===== config.mk =====
export PLATFORM = sky130hd
export DESIGN_NAME = sha256_stream_hasher_core
export DESIGN_NICKNAME = d
export VERILOG_FILES = /design/src/hdl/sha256_pkg.sv /design/src/hdl/sha256_stream_hasher_core.sv
export SDC_FILE = /design/constraint.sdc
export NUM_CORES = 2
export LEC_CHECK = 0
export ABC_CLOCK_PERIOD_IN_PS = 63000
export BUFFER_PORTS_ARGS = -buffer_cell sky130_fd_sc_hd__buf_2
export CAP_MARGIN = 0
export CORE_UTILIZATION = 30
export DETAILED_ROUTE_END_ITERATION = 10
export PLACE_DENSITY = 0.41
export SETUP_SLACK_MARGIN = 0.3
export SLEW_MARGIN = 20
export SYNTH_ARGS = -nofsm -noshare
export SYNTH_HDL_FRONTEND = slang
export SYNTH_SLANG_ARGS = --single-unit
export TNS_END_PERCENT = 20

===== constraint.sdc =====
create_clock -name clock -period 63 [get_ports clock]
set_input_delay 6.3 -clock clock [delete_from_list [all_inputs] [get_ports clock]]
set_output_delay 6.3 -clock clock [all_outputs]
set_load 0.1 [all_outputs]

===== src/hdl/sha256_pkg.sv =====
// SHA-256 constants and round functions shared by the hasher core.
// No dependencies.
package sha256_pkg;

   localparam int unsigned BlockBytes = 64;

   typedef logic [31:0] word_type;

   localparam word_type RoundK [64] = '{
      32'h428a2f98, 32'h71374491, 32'hb5c0fbcf, 32'he9b5dba5, 32'h3956c25b, 32'h59f111f1,
      32'h923f82a4, 32'hab1c5ed5, 32'hd807aa98, 32'h12835b01, 32'h243185be, 32'h550c7dc3,
      32'h72be5d74, 32'h80deb1fe, 32'h9bdc06a7, 32'hc19bf174, 32'he49b69c1, 32'hefbe4786,
      32'h0fc19dc6, 32'h240ca1cc, 32'h2de92c6f, 32'h4a7484aa, 32'h5cb0a9dc, 32'h76f988da,
      32'h983e5152, 32'ha831c66d, 32'hb00327c8, 32'hbf597fc7, 32'hc6e00bf3, 32'hd5a79147,
      32'h06ca6351, 32'h14292967, 32'h27b70a85, 32'h2e1b2138, 32'h4d2c6dfc, 32'h53380d13,
      32'h650a7354, 32'h766a0abb, 32'h81c2c92e, 32'h92722c85, 32'ha2bfe8a1, 32'ha81a664b,
      32'hc24b8b70, 32'hc76c51a3, 32'hd192e819, 32'hd6990624, 32'hf40e3585, 32'h106aa070,
      32'h19a4c116, 32'h1e376c08, 32'h2748774c, 32'h34b0bcb5, 32'h391c0cb3, 32'h4ed8aa4a,
      32'h5b9cca4f, 32'h682e6ff3, 32'h748f82ee, 32'h78a5636f, 32'h84c87814, 32'h8cc70208,
      32'h90befffa, 32'ha4506ceb, 32'hbef9a3f7, 32'hc67178f2
   };

   localparam word_type InitH [8] = '{
      32'h6a09e667, 32'hbb67ae85, 32'h3c6ef372, 32'ha54ff53a,
      32'h510e527f, 32'h9b05688c, 32'h1f83d9ab, 32'h5be0cd19
   };

   localparam logic [7:0] PadByte = 8'h80;

   function automatic word_type rotr(input word_type x, input int unsigned n);
      rotr = (x >> n) | (x << (32 - n));
   endfunction

   function automatic word_type sig0(input word_type x);
      sig0 = rotr(x, 7) ^ rotr(x, 18) ^ (x >> 3);
   endfunction

   function automatic word_type sig1(input word_type x);
      sig1 = rotr(x, 17) ^ rotr(x, 19) ^ (x >> 10);
   endfunction

   function automatic word_type bsig0(input word_type x);
      bsig0 = rotr(x, 2) ^ rotr(x, 13) ^ rotr(x, 22);
   endfunction

   function automatic word_type bsig1(input word_type x);
      bsig1 = rotr(x, 6) ^ rotr(x, 11) ^ rotr(x, 25);
   endfunction

endpackage


===== src/hdl/sha256_stream_hasher_core.sv =====
// SHA-256 stream hasher: byte collection into a block memory, padding and
// 64-round compression, one round per cycle. Uses sha256_pkg.
// A byte is accepted while idle; the 64th byte of a block starts a compression:
//   load of the block into the schedule window, the rounds, then the chain update.
// End of message: padding up to the end of the block and a compression, again padding
//   and a compression when a second block is needed, then 8 digest transfers.
// Reset: synchronous, active high; chain words to initial values, counts zero.
module sha256_stream_hasher_core (
   input  logic        clock,
   input  logic        reset,
   input  logic        req_tvalid,
   output logic        req_tready,
   input  logic [7:0]  req_tdata,   // [7:0] data_byte
   input  logic        req_tuser,   // [0] byte_valid
   input  logic        req_tlast,   // end_of_message
   output logic        rsp_tvalid,
   input  logic        rsp_tready,
   output logic [39:0] rsp_tdata,   // [31:0] digest_word, [34:32] word_index, zero fill
   output logic        rsp_tlast    // last_word
);

   typedef enum logic [2:0] {
      ST_IDLE, ST_PAD, ST_LOAD, ST_ROUND, ST_UPDATE, ST_OUT
   } state_type;

   state_type               state_ff;
   logic [5:0]              fill_ff;
   logic [63:0]             bits_ff;
   logic [63:0]             total_ff;
   logic                    eom_ff;     // message end seen: update goes on to padding or digest output
   logic                    second_ff;  // padding needs a second block
   logic                    mark_ff;    // 0x80 still to be placed at fill position
   logic [6:0]              cnt_ff;
   logic [2:0]              widx_ff;
   sha256_pkg::word_type    h_ff [8];
   sha256_pkg::word_type    v_ff [8];
   sha256_pkg::word_type    w_ff [16];  // message schedule window

   // block buffer memory, byte wide, registered read
   logic [7:0]              mem [64];
   logic [7:0]              rd_ff;
   logic                    mem_we;
   logic [5:0]              mem_wa;
   logic [7:0]              mem_wd;
   logic [5:0]              mem_ra;

   always_ff @(posedge clock) begin
      if (mem_we) mem[mem_wa] <= mem_wd;
      rd_ff <= mem[mem_ra];
   end

   logic req_xfer;
   assign req_tready = (state_ff == ST_IDLE);
   assign req_xfer = req_tvalid && req_tready;

   // padding byte for position cnt
   logic [7:0] pad_byte;
   logic [2:0] len_sel;
   assign len_sel = cnt_ff[2:0];
   always_comb begin
      pad_byte = 8'h00;
      if (!second_ff && cnt_ff[5:0] >= 6'd56)
         pad_byte = total_ff[6'd63 - {len_sel, 3'b000} -: 8];
      if (cnt_ff[5:0] == fill_ff && mark_ff) pad_byte = sha256_pkg::PadByte;
   end

   always_comb begin
      mem_we = 1'b0;
      mem_wa = fill_ff;
      mem_wd = req_tdata;
      mem_ra = cnt_ff[5:0];
      if (req_xfer && req_tuser) mem_we = 1'b1;
      if (state_ff == ST_PAD) begin
         mem_we = 1'b1;
         mem_wa = cnt_ff[5:0];
         mem_wd = pad_byte;
      end
   end

   // round datapath
   sha256_pkg::word_type w_cur, t1, t2, w_new, ch, maj;
   always_comb begin
      w_cur = w_ff[0];
      w_new = sha256_pkg::sig1(w_ff[14]) + w_ff[9] + sha256_pkg::sig0(w_ff[1]) + w_ff[0];
      ch  = (v_ff[4] & v_ff[5]) ^ (~v_ff[4] & v_ff[6]);
      maj = (v_ff[0] & v_ff[1]) ^ (v_ff[0] & v_ff[2]) ^ (v_ff[1] & v_ff[2]);
      t1 = v_ff[7] + sha256_pkg::bsig1(v_ff[4]) + ch + sha256_pkg::RoundK[cnt_ff[5:0]] + w_cur;
      t2 = sha256_pkg::bsig0(v_ff[0]) + maj;
   end

   logic [5:0] fill_p1;
   logic [5:0] pad_start;
   logic [5:0] ld_addr;
   assign fill_p1 = fill_ff + 6'd1;
   assign pad_start = req_tuser ? fill_p1 : fill_ff;
   assign ld_addr = cnt_ff[5:0] - 6'd1;

   always_ff @(posedge clock) begin
      if (reset) begin
         state_ff  <= ST_IDLE;
         fill_ff   <= '0;
         bits_ff   <= '0;
         eom_ff    <= 1'b0;
         second_ff <= 1'b0;
         mark_ff   <= 1'b0;
         cnt_ff    <= '0;
         widx_ff   <= '0;
         for (int i = 0; i < 8; i++) h_ff[i] <= sha256_pkg::InitH[i];
      end else begin
         unique case (state_ff)
            ST_IDLE: begin
               if (req_xfer) begin
                  eom_ff <= req_tlast;
                  if (req_tuser && fill_ff == 6'd63) begin
                     fill_ff   <= fill_p1;
                     bits_ff   <= bits_ff + 64'd512;
                     // message ends on a block boundary: padding fills a fresh block
                     total_ff  <= bits_ff + 64'd512;
                     second_ff <= req_tlast;
                     mark_ff   <= req_tlast;
                     cnt_ff    <= '0;
                     state_ff  <= ST_LOAD;
                  end else if (req_tlast) begin
                     if (req_tuser) fill_ff <= fill_p1;
                     total_ff  <= bits_ff + {55'd0, pad_start, 3'b000};
                     second_ff <= (pad_start >= 6'd56);
                     mark_ff   <= 1'b1;
                     cnt_ff    <= {1'b0, pad_start};
                     state_ff  <= ST_PAD;
                  end else if (req_tuser) begin
                     fill_ff <= fill_p1;
                  end
               end
            end
            ST_PAD: begin
               if (cnt_ff[5:0] == 6'd63) begin
                  cnt_ff   <= '0;
                  eom_ff   <= 1'b1;
                  mark_ff  <= 1'b0;
                  if (second_ff) fill_ff <= '0;
                  state_ff <= ST_LOAD;
               end else begin
                  cnt_ff <= cnt_ff + 7'd1;
               end
            end
            ST_LOAD: begin
               // cnt runs 0..64; data for address cnt-1 arrives now
               if (cnt_ff != 7'd0)
                  w_ff[ld_addr[5:2]] <= {w_ff[ld_addr[5:2]][23:0], rd_ff};
               if (cnt_ff == 7'd64) begin
                  cnt_ff <= '0;
                  for (int i = 0; i < 8; i++) v_ff[i] <= h_ff[i];
                  state_ff <= ST_ROUND;
               end else begin
                  cnt_ff <= cnt_ff + 7'd1;
               end
            end
            ST_ROUND: begin
               v_ff[7] <= v_ff[6]; v_ff[6] <= v_ff[5]; v_ff[5] <= v_ff[4];
               v_ff[4] <= v_ff[3] + t1;
               v_ff[3] <= v_ff[2]; v_ff[2] <= v_ff[1]; v_ff[1] <= v_ff[0];
               v_ff[0] <= t1 + t2;
               for (int i = 0; i < 15; i++) w_ff[i] <= w_ff[i + 1];
               w_ff[15] <= w_new;
               cnt_ff <= cnt_ff + 7'd1;
               if (cnt_ff == 7'd63) state_ff <= ST_UPDATE;
            end
            ST_UPDATE: begin
               for (int i = 0; i < 8; i++) h_ff[i] <= h_ff[i] + v_ff[i];
               cnt_ff <= '0;
               if (!eom_ff) state_ff <= ST_IDLE;
               else if (second_ff) begin
                  second_ff <= 1'b0;
                  fill_ff   <= '0;
                  eom_ff    <= 1'b0;   // reused: second pass writes the 0x80 mark if still owed, zeros, then length
                  state_ff  <= ST_PAD;
               end else begin
                  widx_ff  <= '0;
                  state_ff <= ST_OUT;
               end
            end
            ST_OUT: begin
               if (rsp_tready) begin
                  widx_ff <= widx_ff + 3'd1;
                  if (widx_ff == 3'd7) begin
                     for (int i = 0; i < 8; i++) h_ff[i] <= sha256_pkg::InitH[i];
                     fill_ff  <= '0;
                     bits_ff  <= '0;
                     state_ff <= ST_IDLE;
                  end
               end
            end
            default: state_ff <= ST_IDLE;
         endcase
      end
   end

   assign rsp_tvalid = (state_ff == ST_OUT);
   assign rsp_tdata  = {5'd0, widx_ff, h_ff[widx_ff]};
   assign rsp_tlast  = (widx_ff == 3'd7);

   a_ready_idle: assert property (@(posedge clock) disable iff (reset)
      req_tready |-> !rsp_tvalid) else $error("input open during digest output");
   a_last_idx: assert property (@(posedge clock) disable iff (reset)
      (rsp_tvalid && rsp_tready && rsp_tlast) |=> req_tready)
      else $error("no return to idle after last word");
   a_round_len: assert property (@(posedge clock) disable iff (reset)
      (state_ff == ST_ROUND && cnt_ff == 7'd63) |=> state_ff == ST_UPDATE)
      else $error("round count slip");

endmodule

==> Implementation_results.wiki <==
{| class="wikitable"
! Metric !! Value
|-
| Critical path endpoint category || flop
|-
| Slew Limit Headroom || 19.8%
|-
| Mean number of vias per cell || 5.26
|-
| Total number of placement rows || 210
|-
| Synth Warn # || 0
|-
| Timing startpoint of the critical path || cnt_ff[0]
|-
| Combined area of the multi-input logic cells || 48300 um^2
|-
| Largest fanout on the critical path || 25
|-
| Total setup buffers inserted after CTS || 0
|-
| Number of sinks handled by clock tree synthesis || 1685
|-
| Number of design-rule violations left by the first detailed-router iteration || 6332
|-
| GRT Overall Usage || 21.0%
|-
| Achievable clock frequency || 0.0899 GHz
|-
| Filler instances || 32900
|-
| Total standard cell area after synthesis || 99200 um^2
|-
| Reg clk slew, reported paths || 0.06 ns
|-
| Clock buffers created by TritonCTS || 209
|-
| Setup violators final || 0
|-
| DP Wirelength || 247000 um
|-
| Slowest Stage Delay on Critical Path || 0.75 ns
|-
| Wirelength, routed || 354000 um
|-
| Sort of element at the start of the critical path || flop
|-
| Hold WC Path Type || reg2reg
|-
| Pin count of the biggest net entering global routing || 138
|-
| Number of enable-type register cells in the synthesized netlist || 1469
|-
| Mapped Cells || 9229
|-
| Register area share after synthesis || 48.8%
|-
| Data required, critical path || 63.53 ns
|-
| Die extent in y || 577 um
|-
| Count of hold-fix buffers inserted at cts || 0
|-
| Count of distinct cell types in the synthesized netlist || 98
|-
| 1st-pass router iterations || 6
|-
| Antenna violations before repair || 6
|-
| Area of the placeable core || 328000 um^2
|-
| Remaining global-route overflow || 0
|-
| Via count of the routed design || 71700
|-
| Wire length of the first global-routing pass || 515000 um
|-
| Hold_sp || w_ff[11][1]
|-
| Type of the worst setup path || reg2reg
|-
| DRC Markers || 0
|-
| Final period util || 17.7%
|-
| PostCTS Resize Cnt || 0
|-
| Cell repeated most along the worst path || sky130_fd_sc_hd__inv_1
|-
| Primary FF master, synth || sky130_fd_sc_hd__edfxtp_1
|-
| Placer Congestion || 0.897
|-
| Number of input and output port buffers inserted || 51
|-
| Routed WL per cell || 26.0 um
|-
| Clock tree root driver cell || sky130_fd_sc_hd__clkbuf_16
|-
| Final critical path time including I/O delays and setup || 11.13 ns
|-
| Fin. Hold Viols || 0
|-
| Proportion of register bits with asynchronous set or reset after synthesis || 0%
|-
| Clock tree skew after final layout || 0.117 ns
|-
| Skew-Pair Late Insertion Delay || 0.93 ns
|-
| Fraction of layout instances using a drive strength above 1 || 9.72%
|-
| Slowest library cell on the worst path || sky130_fd_sc_hd__ha_1
|-
| Die Width || 577 um
|-
| CTS tree || done
|-
| Transition time at the pin with the least slew margin || 1.19 ns
|-
| RSZ-0062 raised after global routing || no
|-
| Top-level port count || 57
|-
| Initial Utilization || 30.2%
|-
| Number of violations of the max-capacitance limit || 0
|-
| Final #Nets || 9728
|-
| Buffers from clock root to sink, at most || 4
|-
| Synth Register Bits || 1685
|-
| Total number of H-tree levels || 4
|-
| Die ar. || 333000 um^2
|-
| Total area of sequential cells || 48500 um^2
|-
| Status || finished clean
|-
| Syn_area_per_cell || 10.8 um^2
|-
| Arr. time, crit path || 11.66 ns
|-
| Critical R2R Launch || cnt_ff[0]
|-
| Post-route antenna net violation count || 0
|-
| Final Slew Violations || 0
|-
| Number of global-route vias before repair || 71000
|-
| Total Neg Setup Slack || 0 ns
|-
| Layout Area Growth over Synthesis || 11.7%
|}
layer usage:
| metal | routed length, um | vias to the layer above | track usage (%) |
|---|---|---|---|
| met4 | 6360 | 0 | 4.10 |
| met5 | 0 | - | 0 |
| met3 | 17500 | 345 | 2.61 |
| li1 | - | 33000 | - |
| met1 | 175000 | 36500 | 31.6 |
| met2 | 156000 | 1868 | 32.0 |
path summary, 6_finish.rpt:
| path | end | slack [ns] | cells after the start |
|---|---|---|---|
| worst min-delay path | w_ff[10][1] | 0.48 | 2 |
| worst min register to register | w_ff[10][1] | 0.48 | 2 |
| worst max register to register | v_ff[0][31] | 51.87 | 35 |
| worst max-delay path | v_ff[0][31] | 51.87 | 35 |
layout by cell type, fill, tap and decap left out, types with 68 or more instances in the layout:
cell                        instances
sky130_fd_sc_hd__nand3_1          119
sky130_fd_sc_hd__nand2_1         2202
sky130_fd_sc_hd__edfxtp_1        1469
sky130_fd_sc_hd__xnor2_1          431
sky130_fd_sc_hd__clkbuf_16        213
sky130_fd_sc_hd__nor2_1           471
sky130_fd_sc_hd__xor2_1           215
sky130_fd_sc_hd__a21oi_1          478
sky130_fd_sc_hd__a211oi_1          82
sky130_fd_sc_hd__a21o_1           166
sky130_fd_sc_hd__mux4_2           280
sky130_fd_sc_hd__o211ai_1          68
sky130_fd_sc_hd__nor3_1           122
sky130_fd_sc_hd__buf_4            128
sky130_fd_sc_hd__o21ai_0          400
sky130_fd_sc_hd__nand2b_1          72
sky130_fd_sc_hd__a31oi_1           75
sky130_fd_sc_hd__ha_1             397
sky130_fd_sc_hd__dfxtp_1          207
sky130_fd_sc_hd__fa_1             195
sky130_fd_sc_hd__inv_1            245
sky130_fd_sc_hd__mux2i_1          116
kinds of logic after synthesis:
| group | count (synthesis) | share of synthesized area [%] |
|---|---|---|
| AO/OA/AOI/OAI | 1730 | 11.0 |
| XOR/XNOR | 650 | 5.75 |
| adder cells (fa/ha/maj) | 612 | 9.15 |
| buffers and inverters | 758 | 2.99 |
| flip-flops | 1685 | 48.8 |
| multiplexers | 456 | 8.21 |
| other | 1 | 0.00378 |
| AND/OR/NAND/NOR | 3337 | 14.1 |
critical path: cells and delay by family, from the launching register on:
family / cells / cell delay [ns]
flip-flops: 1 / 0.66
XOR/XNOR: 2 / 0.40
adder cells (fa/ha/maj): 7 / 3.41
AND/OR/NAND/NOR: 5 / 1.37
AO/OA/AOI/OAI: 16 / 4.15
buffers and inverters: 5 / 0.77
sequential cells by signal, indices dropped and copies added, names as in the netlist, named ones only:
register   count
eom_ff         1
v_ff         256
bits_ff       55
rd_ff          8
widx_ff        3
mem          512
total_ff      61
mark_ff        1
cnt_ff         7
w_ff         512
state_ff       3
fill_ff        6
second_ff      1
h_ff         256
metrics by stage:
step | utilization [%] | cells | area [um^2] | setup WS [ns] | hold slack [ns]
2_1_floorplan | - | 9234 | 99200 | 37.44 | 0.447
3_3_place_gp | 31.8 | 13300 | 104000 | 52.11 | 0.472
3_5_place_dp | 31.8 | 13300 | 104000 | 52.07 | 0.482
4_1_cts | 33.8 | 13600 | 111000 | 52.12 | 0.465
5_1_grt | 33.8 | 13600 | 111000 | 51.23 | 0.480
6_report | 33.8 | 13600 | 111000 | 51.87 | 0.477
final cells by class:
class                   instances  area share, %
flip-flops and latches       1685           43.7
repair buffers                183           1.17
diodes                          1        0.00226
clock inverters                94          0.634
clock buffers                 286           5.16
well taps                    4346           4.91
multi-input cells            6791           43.5
inverters                     251          0.852
cell usage after synthesis (63+ instances only):
cell type	instances	area, um^2
sky130_fd_sc_hd__nand3_1	119	596
sky130_fd_sc_hd__fa_1	195	3900
sky130_fd_sc_hd__a21o_1	166	1250
sky130_fd_sc_hd__a211oi_1	83	623
sky130_fd_sc_hd__nor2_1	474	1780
sky130_fd_sc_hd__o211ai_1	68	510
sky130_fd_sc_hd__nand2b_1	74	463
sky130_fd_sc_hd__nand2_1	2204	8270
sky130_fd_sc_hd__xnor2_1	433	3790
sky130_fd_sc_hd__mux2i_1	116	1160
sky130_fd_sc_hd__clkbuf_1	385	1450
sky130_fd_sc_hd__ha_1	398	4980
sky130_fd_sc_hd__o21a_1	63	473
sky130_fd_sc_hd__mux4_2	280	6310
sky130_fd_sc_hd__dfxtp_1	216	4320
sky130_fd_sc_hd__nor2b_1	63	394
sky130_fd_sc_hd__a31oi_1	75	469
sky130_fd_sc_hd__edfxtp_1	1469	44100
sky130_fd_sc_hd__xor2_1	216	1890
sky130_fd_sc_hd__nor3_1	124	621
sky130_fd_sc_hd__a21oi_1	481	2410
sky130_fd_sc_hd__inv_1	246	923
sky130_fd_sc_hd__o21ai_0	426	2130
Power is left out: the tool's default activity adds up to more than one toggle a clock period on the data nets, which glitch-free logic cannot reach.
